<file path="config.mk">
export PLATFORM = sky130hd
export DESIGN_NAME = typed_cooldown_timer_pool
export DESIGN_NICKNAME = d
export VERILOG_FILES = /design/src/design/tctp_pkg.sv /design/src/design/tctp_ram.sv /design/src/design/typed_cooldown_timer_pool.sv
export SDC_FILE = /design/constraint.sdc
export NUM_CORES = 2
export LEC_CHECK = 0
export BUFFER_PORTS_ARGS = -buffer_cell sky130_fd_sc_hd__buf_2
export CAP_MARGIN = 5
export CORE_MARGIN = 5
export CORE_UTILIZATION = 24
export DETAILED_ROUTE_END_ITERATION = 10
export RECOVER_POWER = 100
export SKIP_LAST_GASP = 1
export SYNTH_ARGS = -nofsm -noshare
export SYNTH_HDL_FRONTEND = slang
export SYNTH_SLANG_ARGS = --single-unit
</file>
<file path="constraint.sdc">
create_clock -name clk -period 5.01 [get_ports clk]
set_clock_uncertainty 0.15 [all_clocks]
set_input_delay 0 -clock clk [delete_from_list [all_inputs] [get_ports clk]]
set_output_delay 0 -clock clk [all_outputs]
set_load 0.02 [all_outputs]
</file>
<file path="src/design/tctp_pkg.sv">
// ----------------------------------------------------------------------------
// tctp_pkg
// shared command and result codes for the cooldown timer pool
// ----------------------------------------------------------------------------
package tctp_pkg;

    localparam logic [2:0] CMD_ADD   = 3'd0;
    localparam logic [2:0] CMD_CHECK = 3'd1;
    localparam logic [2:0] CMD_FIND  = 3'd2;
    localparam logic [2:0] CMD_RESET = 3'd3;
    localparam logic [2:0] CMD_TICK  = 3'd4;
    localparam logic [2:0] CMD_CLEAR = 3'd5;

    localparam logic [1:0] KIND_REPLY = 2'd0;
    localparam logic [1:0] KIND_END   = 2'd1;
    localparam logic [1:0] KIND_STEP  = 2'd2;
    localparam logic [1:0] KIND_DONE  = 2'd3;

    localparam int TYPE_W = 32;
    localparam int DATA_W = 40;

endpackage

</file>
<file path="src/design/tctp_ram.sv">
// ----------------------------------------------------------------------------
// tctp_ram
// generic single-port-write ram with registered read
// ----------------------------------------------------------------------------
module tctp_ram #(
    parameter int WIDTH = 8,
    parameter int DEPTH = 16
) (
    input  logic                     clk,
    input  logic                     we,
    input  logic [$clog2(DEPTH)-1:0] waddr,
    input  logic [WIDTH-1:0]         wdata,
    input  logic [$clog2(DEPTH)-1:0] raddr,
    output logic [WIDTH-1:0]         rdata
);
    logic [WIDTH-1:0] mem [DEPTH];

    always_ff @(posedge clk)
    begin
        if (we)
        begin
            mem[waddr] <= wdata;
        end
        rdata <= mem[raddr];
    end
endmodule

</file>
<file path="src/design/typed_cooldown_timer_pool.sv">
// ----------------------------------------------------------------------------
// typed_cooldown_timer_pool
// pool of typed cooldown timers driven by a command stream
// ----------------------------------------------------------------------------
// Commands arrive one transaction at a time on the s_axis side; results leave
// on m_axis. Timer records live in one ram (one row per slot) with a
// registered read, and a per-slot valid bit cleared by reset and by clear, so
// an unwritten row reads as an unused slot. Add, check, find, reset and tick
// walk the rows in index order: one row read is issued per cycle unless an
// event stall holds the walk, and the row comes back in the next cycle, where
// it is inspected and, when needed, rewritten. With the output ready, a
// command issues the first read, takes the returned rows, loads the reply,
// hands it over and returns to idle to accept the next one. Tick events leave
// on the fly and cost nothing extra; only a cycle in which an event is still
// held by the output stalls the walk. Add, check and find run a first pass to
// locate the first matching slot; add runs a second pass to find a free row
// unless it is rejected. Clear and unknown codes skip the walk, since clear
// only drops the valid bits. Only one command is in flight; the input is
// ready again in the cycle after the final result is taken.
module typed_cooldown_timer_pool #(
    parameter int SLOTS         = 16,
    parameter int DURATION_BITS = 16
) (
    input  logic        clk,
    input  logic        rst_n,
    input  logic        s_axis_tvalid,
    output logic        s_axis_tready,
    // command[2:0], timer_type[34:3], duration[50:35], recycled[51],
    // has_end_hook[52], has_step_hook[53], zero fill to 56
    input  logic [55:0] s_axis_tdata,
    output logic        m_axis_tvalid,
    input  logic        m_axis_tready,
    // slot[3:0], event_type[35:4], ok[36], zero fill to 40
    output logic [39:0] m_axis_tdata,
    output logic [1:0]  m_axis_tuser,   // kind[1:0]
    output logic        m_axis_tlast
);
    import tctp_pkg::*;

    localparam int AW = (SLOTS > 1) ? $clog2(SLOTS) : 1;
    localparam int DW = DURATION_BITS;
    // row: type, duration, elapsed, complete, recycled, end hook, step hook
    localparam int ROW_W = TYPE_W + 2 * DW + 4;
    localparam logic [AW:0] LAST_IDX = (AW+1)'(SLOTS - 1);

    localparam logic [2:0] ST_IDLE = 3'd0;
    localparam logic [2:0] ST_SCAN = 3'd1;
    localparam logic [2:0] ST_FILL = 3'd2;
    localparam logic [2:0] ST_OUT  = 3'd3;
    localparam logic [2:0] ST_WAIT = 3'd4;

    typedef struct packed {
        logic [TYPE_W-1:0] ttype;
        logic [DW-1:0]     dur;
        logic [DW-1:0]     ela;
        logic              comp;
        logic              rec;
        logic              endh;
        logic              steph;
    } row_t;

    logic [2:0]        state_reg, state_next;
    logic [2:0]        cmd_reg;
    logic [TYPE_W-1:0] type_reg;
    logic [DW-1:0]     dur_reg;
    logic              rec_reg, endh_reg, steph_reg;
    logic [SLOTS-1:0]  used_reg, used_next;
    logic [AW:0]       ridx_reg, ridx_next;        // issued read index
    logic [AW-1:0]     pidx_reg;                   // index of returned row
    logic              pval_reg, pval_next;        // returned row valid
    logic              hit_reg, hit_next;          // first match found
    logic              hcomp_reg, hcomp_next;
    logic [AW-1:0]     hidx_reg, hidx_next;

    logic              ov_reg, ov_next;
    logic [1:0]        okind_reg, okind_next;
    logic [AW-1:0]     oslot_reg, oslot_next;
    logic [TYPE_W-1:0] otype_reg, otype_next;
    logic              ook_reg, ook_next, olast_reg, olast_next;

    logic              we;
    logic [AW-1:0]     waddr, raddr;
    row_t              wrow, rrow;
    logic [ROW_W-1:0]  rdata;

    logic out_free;
    logic hold_row;
    logic row_used, row_match, row_free;
    assign out_free  = !ov_reg || m_axis_tready;
    // event stall: the returned row waits until the output frees
    assign hold_row  = pval_reg && cmd_reg == CMD_TICK && !out_free;
    assign row_used  = used_reg[pidx_reg];
    assign row_match = row_used && rrow.ttype == type_reg;
    assign row_free  = !row_used || rrow.ttype == '0;

    assign rrow = row_t'(rdata);
    // a held row is re-read at its own address
    assign raddr = hold_row ? pidx_reg : ridx_reg[AW-1:0];

    tctp_ram #(.WIDTH(ROW_W), .DEPTH(SLOTS)) u_ram (
        .clk   (clk),
        .we    (we),
        .waddr (waddr),
        .wdata (ROW_W'(wrow)),
        .raddr (raddr),
        .rdata (rdata)
    );

    assign s_axis_tready = (state_reg == ST_IDLE);

    always_comb
    begin
        state_next = state_reg;
        used_next  = used_reg;
        ridx_next  = ridx_reg;
        pval_next  = 1'b0;
        hit_next   = hit_reg;
        hcomp_next = hcomp_reg;
        hidx_next  = hidx_reg;
        ov_next    = ov_reg && !m_axis_tready;
        okind_next = okind_reg;
        oslot_next = oslot_reg;
        otype_next = otype_reg;
        ook_next   = ook_reg;
        olast_next = olast_reg;
        we         = 1'b0;
        waddr      = pidx_reg;
        wrow       = rrow;
        unique case (state_reg)
            ST_IDLE:
            begin
                if (s_axis_tvalid)
                begin
                    ridx_next  = '0;
                    hit_next   = 1'b0;
                    hcomp_next = 1'b0;
                    hidx_next  = '0;
                    if (s_axis_tdata[2:0] == CMD_CLEAR)
                    begin
                        used_next  = '0;
                        state_next = ST_OUT;
                    end
                    else if (s_axis_tdata[2:0] > CMD_CLEAR)
                    begin
                        state_next = ST_OUT;
                    end
                    else
                    begin
                        state_next = ST_SCAN;
                    end
                end
            end
            ST_SCAN, ST_FILL:
            begin
                // event stall: hold the row until the output frees
                if (hold_row)
                begin
                    pval_next = 1'b1;
                end
                else
                begin
                    if (ridx_reg <= LAST_IDX)
                    begin
                        pval_next = 1'b1;
                        ridx_next = ridx_reg + 1'b1;
                    end
                    if (pval_reg)
                    begin
                        if (state_reg == ST_FILL)
                        begin
                            if (row_free && !hit_reg)
                            begin
                                hit_next            = 1'b1;
                                hidx_next           = pidx_reg;
                                we                  = 1'b1;
                                wrow.ttype          = type_reg;
                                wrow.dur            = dur_reg;
                                wrow.ela            = '0;
                                wrow.comp           = 1'b0;
                                wrow.rec            = rec_reg;
                                wrow.endh           = endh_reg;
                                wrow.steph          = steph_reg;
                                used_next[pidx_reg] = 1'b1;
                            end
                        end
                        else if (cmd_reg == CMD_RESET)
                        begin
                            if (row_match)
                            begin
                                we        = 1'b1;
                                wrow.comp = 1'b0;
                                wrow.ela  = '0;
                            end
                        end
                        else if (cmd_reg == CMD_TICK)
                        begin
                            if (row_used && rrow.ttype != '0)
                            begin
                                if (rrow.comp && !rrow.rec)
                                begin
                                    used_next[pidx_reg] = 1'b0;
                                end
                                else if (rrow.ela >= rrow.dur)
                                begin
                                    we        = 1'b1;
                                    wrow.comp = 1'b1;
                                    wrow.ela  = '0;
                                    if (rrow.endh)
                                    begin
                                        ov_next    = 1'b1;
                                        okind_next = KIND_END;
                                        oslot_next = pidx_reg;
                                        otype_next = rrow.ttype;
                                        ook_next   = 1'b0;
                                        olast_next = 1'b0;
                                    end
                                end
                                else if (!rrow.comp)
                                begin
                                    we       = 1'b1;
                                    wrow.ela = rrow.ela + 1'b1;
                                    if (rrow.steph)
                                    begin
                                        ov_next    = 1'b1;
                                        okind_next = KIND_STEP;
                                        oslot_next = pidx_reg;
                                        otype_next = rrow.ttype;
                                        ook_next   = 1'b0;
                                        olast_next = 1'b0;
                                    end
                                end
                            end
                        end
                        else if (row_match && !hit_reg)
                        begin
                            hit_next   = 1'b1;
                            hcomp_next = rrow.comp;
                            hidx_next  = pidx_reg;
                        end
                    end
                    if (!pval_next)
                    begin
                        // pass finished
                        if (state_reg == ST_SCAN && cmd_reg == CMD_ADD &&
                            !(hit_next && !hcomp_next))
                        begin
                            state_next = ST_FILL;
                            ridx_next  = '0;
                            hit_next   = 1'b0;
                        end
                        else
                        begin
                            state_next = ST_OUT;
                            // a running timer of this type rejects the add
                            if (state_reg == ST_SCAN && cmd_reg == CMD_ADD)
                            begin
                                hit_next = 1'b0;
                            end
                        end
                    end
                end
            end
            ST_OUT:
            begin
                if (out_free)
                begin
                    ov_next    = 1'b1;
                    olast_next = 1'b1;
                    ook_next   = 1'b0;
                    oslot_next = '0;
                    okind_next = KIND_REPLY;
                    otype_next = type_reg;
                    unique case (cmd_reg)
                        CMD_TICK:
                        begin
                            okind_next = KIND_DONE;
                            otype_next = '0;
                        end
                        CMD_ADD:
                        begin
                            ook_next   = hit_reg;
                            oslot_next = hit_reg ? hidx_reg : '0;
                        end
                        CMD_CHECK:
                        begin
                            ook_next   = hit_reg && !hcomp_reg;
                            oslot_next = hit_reg ? hidx_reg : '0;
                        end
                        CMD_FIND:
                        begin
                            ook_next   = hit_reg;
                            oslot_next = hit_reg ? hidx_reg : '0;
                        end
                        default:
                        begin
                        end
                    endcase
                    state_next = ST_WAIT;
                end
            end
            ST_WAIT:
            begin
                if (!ov_next)
                begin
                    state_next = ST_IDLE;
                end
            end
            default:
            begin
                state_next = ST_IDLE;
            end
        endcase
    end

    always_ff @(posedge clk or negedge rst_n)
    begin
        if (!rst_n)
        begin
            state_reg <= ST_IDLE;
            used_reg  <= '0;
            ridx_reg  <= '0;
            pval_reg  <= 1'b0;
            hit_reg   <= 1'b0;
            hcomp_reg <= 1'b0;
            hidx_reg  <= '0;
            ov_reg    <= 1'b0;
        end
        else
        begin
            state_reg <= state_next;
            used_reg  <= used_next;
            ridx_reg  <= ridx_next;
            pval_reg  <= pval_next;
            hit_reg   <= hit_next;
            hcomp_reg <= hcomp_next;
            hidx_reg  <= hidx_next;
            ov_reg    <= ov_next;
        end
    end

    always_ff @(posedge clk)
    begin
        if (state_reg == ST_IDLE && s_axis_tvalid)
        begin
            cmd_reg   <= s_axis_tdata[2:0];
            type_reg  <= s_axis_tdata[34:3];
            dur_reg   <= DW'(s_axis_tdata[50:35] & 16'((33'd1 << DW) - 33'd1));
            rec_reg   <= s_axis_tdata[51];
            endh_reg  <= s_axis_tdata[52];
            steph_reg <= s_axis_tdata[53];
        end
        // a held row is re-read at the same address, so keep the index stable
        if (!hold_row)
        begin
            pidx_reg <= ridx_reg[AW-1:0];
        end
        okind_reg <= okind_next;
        oslot_reg <= oslot_next;
        otype_reg <= otype_next;
        ook_reg   <= ook_next;
        olast_reg <= olast_next;
    end

    assign m_axis_tvalid = ov_reg;
    assign m_axis_tuser  = okind_reg;
    assign m_axis_tlast  = olast_reg;
    assign m_axis_tdata  = DATA_W'({ook_reg, otype_reg, 4'(oslot_reg)});

`ifndef ASSERT_OFF
    a_ready_idle: assert property (@(posedge clk) disable iff (!rst_n)
        s_axis_tready |-> !ov_reg)
        else $error("input taken while a result is pending");
    a_last_ends: assert property (@(posedge clk) disable iff (!rst_n)
        (ov_reg && m_axis_tready && olast_reg) |=> state_reg == ST_IDLE)
        else $error("final result did not end the command");
    a_event_kind: assert property (@(posedge clk) disable iff (!rst_n)
        (ov_reg && !olast_reg) |-> (okind_reg == KIND_END || okind_reg == KIND_STEP))
        else $error("non-final result is not a timer event");
`endif
endmodule
</file>
# [Yosys cells after proc, flatten, opt, wreduce, memory -nomap -nowiden]
# Memories as Yosys holds them, arrays and structs flattened. A register that Yosys moved wholly into a read port is not among the register bits.
# Index checks and enable logic that the tools add are counted.
[word_totals] register_bits=130 mem_count=1 inputBits=60 out_inout_bits=45 wordCells=271 ramBits=1088
[op_classes] reduce_logical=39 bitwise=3 magnitude_cmp=5 n_addsub=2 eq_ne=32 mux=169
[memory_table] memory="u_ram.mem" words=16 word_bits=68 read_ports=1 rd_clocked_by_memory_dff=1 write_ports=1 line_no="tctp_ram.sv:16" rtl="logic [WIDTH-1:0] mem [DEPTH];"
[ops] operator="2-to-1 mux 32 bit" n=13
[ops] operator="2-to-1 mux 68 bit" n=4
[ops] operator="2-to-1 mux 16 bit" n=12
[ops] operator="2-to-1 mux 17 bit" n=6
[ops] operator="2-to-1 mux 4 bit" n=23
[ops] operator="2-to-1 mux 1 bit" n=69
[ops] operator="case mux 32 bit (2 select lines)" n=1
[ops] operator="2-to-1 mux 48 bit" n=1
[ops] operator="equality test 32 bit" n=1
[ops] operator="zero test 32 bit" n=1
[ops] operator="case mux 16 bit (2 select lines)" n=1
[ops] operator="nonzero test 32 bit" n=1
[ops] operator="2-to-1 mux 2 bit" n=15
[ops] operator="2-to-1 mux 5 bit" n=5
[ops] operator="inequality test 3 bit (second input constant)" n=8
[ops] operator="inequality test 2 bit (second input constant)" n=11
[ops] operator="2-to-1 mux 3 bit" n=6
[ops] operator="adder 16 x 1 -> 16 bit (second input constant)" n=1
[ops] operator="bitwise AND 16 bit" n=1
[ops] operator=">= comparator 16 bit" n=1
[ops] operator="NOT 16 bit" n=1
[ops] operator="OR 16 bit" n=1
[ops] operator="case mux 4 bit (2 select lines)" n=2
[ops] operator="logical AND 1 bit" n=14
[ops] operator="other kinds (27)" n=51

# [Longest topological paths before layout]
[logic_depth] depth_word=19 ltp_mapped=11 depth_no_buf=10

# [Hierarchy]
# From an unflattened synthesis, not the netlist that was laid out.
[unflattened] cells_unflattened=2432 hier_area_um2=49456.2
[by_module_without_submodules] module="tctp_ram" instances=1 cells_each=1750 area_per_inst_um2=41980.3 seq_area_each_um2=34032.6
[by_module_without_submodules] module="typed_cooldown_timer_pool" instances=1 cells_each=682 area_per_inst_um2=7475.9 seq_area_each_um2=3703.6

# [Worst setup path after synthesis]
# No wires, ideal clock.
[synth_timing] kind="flip-flop to flip-flop" start="reg state_reg[0]" end="mem u_ram.mem[15][0] (netlist name) (enable)" path_buffers=2 arrival_time_ns=4.850 t_required_ns=4.365 path_slack_ns=-0.485 setup_time_ns=0.495 path_stages_with_launch=10 synth_period_minus_slack_ns=5.495 cell_sequence="dfrtp_1 -> clkbuf_1 -> nand2b_1 -> or2_2 -> or3_1 -> a21oi_1 -> or2_2 -> o21ai_2 -> buf_2 -> nor2_1"
[synth_via] elab_chain_cells=7 word_cells_on_any_way=9 cone_classes="2 x eq/ne; 6 x mux; 1 x reduce/logical"
[synth_rtl] element="start, declared" line_no="typed_cooldown_timer_pool.sv:62" rtl="logic [2:0] state_reg, state_next;"
[synth_rtl] element="start signal, assigned" line_no="typed_cooldown_timer_pool.sv:330" rtl="state_reg <= state_next;"
[synth_rtl] element="equality test 3 x 2 -> 1 bit" line_no="typed_cooldown_timer_pool.sv:129, typed_cooldown_timer_pool.sv:169"
[synth_rtl] element="2-to-1 mux 1 bit" line_no="typed_cooldown_timer_pool.sv:169" rtl="if (state_reg == ST_FILL)"
[synth_rtl] element="2-to-1 mux 1 bit" line_no="typed_cooldown_timer_pool.sv:167" rtl="if (pval_reg)"
[synth_rtl] element="2-to-1 mux 1 bit" line_no="typed_cooldown_timer_pool.sv:156" rtl="if (hold_row)"
[synth_rtl] element="2-to-1 mux 1 bit (*)" line_no="typed_cooldown_timer_pool.sv:129" rtl="unique case (state_reg)"
[synth_rtl] element="2-to-1 mux 1 bit (*)" line_no="tctp_ram.sv:20" rtl="if (we)"
[synth_rtl] element="2-to-1 mux 1 bit (implied by the code) (*)" line_no="tctp_ram.sv:22" rtl="mem[waddr] <= wdata;"
[synth_rtl] element="end, declared" line_no="tctp_ram.sv:16"
# Every way passes the cells marked *; elsewhere a longest branch is shown, timed or not.

# [Worst setup path after layout]
[layout_timing] start="reg state_reg[1]" end="reg okind_reg[0], in the netlist m_axis_tuser[0], data pin"
[layout_via] elab_chain_cells=3 word_cells_on_any_way=5 cone_classes="3 x eq/ne; 1 x mux; 1 x reduce/logical"
[layout_rtl] element="equality test 3 x 2 -> 1 bit / equality test 3 x 1 -> 1 bit (equally long branches)" line_no="typed_cooldown_timer_pool.sv:129"
[layout_rtl] element="OR reduction 2 bit" line_no="typed_cooldown_timer_pool.sv:129"
[layout_rtl] element="case mux 2 bit (2 select lines) (*)" line_no="typed_cooldown_timer_pool.sv:129"
[layout_rtl] element="via okind_next[0]" line_no="typed_cooldown_timer_pool.sv:76" rtl="logic [1:0] okind_reg, okind_next;"
[layout_rtl] element="end signal, assigned" line_no="typed_cooldown_timer_pool.sv:357" rtl="okind_reg <= okind_next;"
[layout_rtl] element="end, declared" line_no="typed_cooldown_timer_pool.sv:76"
# Mark *: on every way through the listed nets, which the timed path passes. The rest lies on a longest branch.
# A chain may end at the register's enable or synchronous reset.

==> impl_results.md <==
- Status: finished, violations left
- Failing checks: capacitance limit, slew limit
- Seq/Total Area, Yosys: 73.42%
- VDD IR-drop max: 0.4632 mV
- Post-route insts no fill: 7,139
- Die Ht: 472.8 microns
- Initial antenna violation count: 2
- Post-DP HPWL: 80,870 microns
- Fraction of layout instances using a drive strength above 1: 8.389%
- CORE AREA: 212,500 sq um
- Busiest grt layer: met2
- CTS sink cnt: 1,286
- Warnings, synthesis: 0
- Die area: 223,500 sq um
- Max Root-Sink Buffers: 3
- Worst EP required: 5.05 ns
- CP Class: flop to flop
- Antenna-violating nets left: 0
- Worst path bufs/invs: 1
- Commonest non-fill, non-tap cell in the layout: edfxtp_1
- NumNets Final: 4,290
- Part of the cycle the worst path needs: 95.42%
- Unrepaired setup endpoints after global routing: no
- Crit path DAT: 4.82 ns
- # fillers: 21,360
- Setup TNS: 0 ns
- Synth Register Bits: 1,286
- F_max: 209.2 MHz
- Growth of design area from synthesis to finish: 18.28%
- GRT Residual Overflow: 0
- Slew Viols, Final: 96
- Crit path capture type: flop
- DRT iter0 DRCs: 3,266
- Hold Fails Final Rpt: 0
- Synthesized area per cell: 12.86 sq um
- CP cell instances: nand2_1 > or2_0 > clkbuf_1 > a31oi_1
- Commonest cells after routing, fill and taps aside: 1,182 x edfxtp_1, 1,167 x nand2_1, 570 x nand3_1, 136 x a311oi_1, 125 x clkbuf_1
- Largest register FFs: 1,088
- Clock transition at path regs: 0.07 ns
- Path type of the worst min-delay path: input port to flop
- Post-synth EDFFs: 1,182
- Pleak: 20.45 nW
- Ranking of synthesized cells by area: edfxtp_1 69%, nand2_1 8.5%, nand3_1 5.5%, dfxtp_1 2.8%, a311oi_1 2.3%
- Die X: 472.8 microns
- Flop-to-flop setup slack: 0.23 ns
- Number of gates resized after cts: 0
- Root buf cell: clkbuf_16
- RD Place Congestion: 0.8125
- CTS buffer count: 116
- Slew at the pin closest to its max-slew limit: 2.538 ns
- Delay-heaviest family, CP: buffers and inverters
- Wire per inst: 19.95 microns
- DR pass1 iterations: 6
- CP peak stage delay: 1.85 ns
- H-tree depth: 3
- Max_cap viols: 3
- Starting Density: 24.19%
- Largest reg by FF count: u_ram.mem
- Final Instance Area: 60,790 sq um
- GRT met3 Usage: 1.436%
- # setup viols final: 0
- Met1 global-route usage: 16.08%
- First-pass GRT wire length: 211,700 microns
- DP Area: 56,330 sq um
- DP Worst Slack: 0.7973 ns
- Worst skew pair latency: 0.76 ns
- Total GRT Usage: 12.33%
- Post-synth ARST share: 2.488%
- Setup crit start kind: flop
- CTS tree: done
- Unique masters post-synth: 78
- Vias in the first global route: 31,950
- Yosys top cell area share: 69.06%
- Row count: 169
- CP max FO: 34
- Largest net degree at the start of global routing: 148
- Routing usage on met2: 21.12%
- Post-Synthesis Cells: 3,996
- Slew HR: -69.17%
- Ports: 105
- Final setup margin: 0.2294 ns
- Area leader, netlist: edfxtp_1
- Post-Route WL: 142,400 microns
- IO buf count: 99
- Min Tclk post-route: 4.781 ns
- Vias/cell: 4.616
- PD cells: 592.9 nW/um^2
- Synth Flop Type: edfxtp_1
- Crit-path slowest cell: clkbuf_1
- Top flop regs: u_ram.mem x1088, u_ram.rdata x68
- Drt drc: 0
- Placed cell count: 6,801
- Via count: 32,950
- Post-Syn Area: 51,400 sq um
==> worst paths after layout <==
| kind | startpoint | to | cells past startpoint |
|---|---|---|---|
| min | m_axis_tready | m_axis_tvalid$_DFF_PN0_ | 4 |
| max | state_reg[1]$_DFFE_PN0P_ | m_axis_tuser[0]$_DFFE_PP_ | 4 |
| max in group asynchronous | rst_n | hidx_reg[1]$_DFFE_PN0P_ | 4 |
| max reg2reg | state_reg[1]$_DFFE_PN0P_ | m_axis_tuser[0]$_DFFE_PP_ | 4 |
| min reg2reg | hidx_reg[1]$_DFFE_PN0P_ | hidx_reg[1]$_DFFE_PN0P_ | 2 |
| min in group asynchronous | rst_n | ridx_reg[1]$_DFFE_PN0P_ | 4 |
==> report_power, final <==
part	switching [W]	leakage (nW)	internal, W	total (W)
sequential	0.000739	11.7	0.0148	0.0155
combinational	0.00823	6.83	0.00304	0.0113
clock	0.00407	1.92	0.00521	0.00928
total	0.0130	20.5	0.0230	0.0360
==> logic make-up after synthesis <==
family	synth area share (%)
compound gates	5.512
xor+xnor	0.5453
fa+ha+maj	0.4382
buf+inv	2.566
flops	73.42
mux	1.151
other cells	0.007296
simple gates	16.36
==> per-layer routing <==
| metal | wire length (microns) | share of wire [%] |
|---|---|---|
| met1 | 58580 | 41 |
| met2 | 70180 | 49 |
| met3 | 8501 | 6.0 |
| met4 | 5186 | 3.6 |
| met5 | 0 | 0 |
==> final cells by class <==
class / instances / area [sq um] / share of cell area, %
sequential: 1286 / 37740 / 62.07
multi-input combinational: 2413 / 12390 / 20.38
tap: 2821 / 3530 / 5.806
clock buffer: 141 / 3047 / 5.012
timing repair buffer: 361 / 2989 / 4.917
clock inverter: 80 / 950.9 / 1.564
inverter: 34 / 145.1 / 0.2387
antenna: 3 / 7.507 / 0.01235
==> cell usage after synthesis (6+ instances only) <==
cell type,instances
edfxtp_1,1182
nand2_1,1167
nand3_1,568
clkbuf_1,146
a311oi_1,136
buf_2,89
a31oi_1,85
dfxtp_1,72
and3_1,71
o21ai_0,45
a22o_1,37
mux2_2,36
nor2_1,36
a21oi_1,33
dfrtp_1,32
inv_1,32
xnor2_1,32
buf_4,18
ha_1,18
nand4_1,16
nand2b_1,10
nor3_1,10
nor4_1,10
buf_1,8
nor2b_1,7
or2_2,7
mux2i_1,6
or3_1,6
==> through the flow <==
stage,utilization [%],power [W],hold slack (ns)
after global routing,28.60,0.03785,0.09791
after global placement,26.51,0.02711,-0.01831
final,28.61,0.03604,0.08880
after CTS,28.93,0.03666,0.01430
after detailed placement,26.51,0.02726,-0.004866
after floorplan,-,0.02272,-0.4456
==> worst register-to-register path: stages (launching register included) <==
cell	delay [ns]
dfrtp_1	0.48
nand2_1	0.16
or2_0	0.59
clkbuf_1	1.85
a31oi_1	0.99
==> timing repair <==
| item | in CTS | in global routing |
|---|---|---|
| hold buffers | 113 | 0 |
| buffers inserted | 0 | 0 |
| hold endpoints to repair | 135 | 0 |
| endpoints found under the setup margin | 0 | 0 |
No activity file was read; power rests on OpenSTA's default activity.
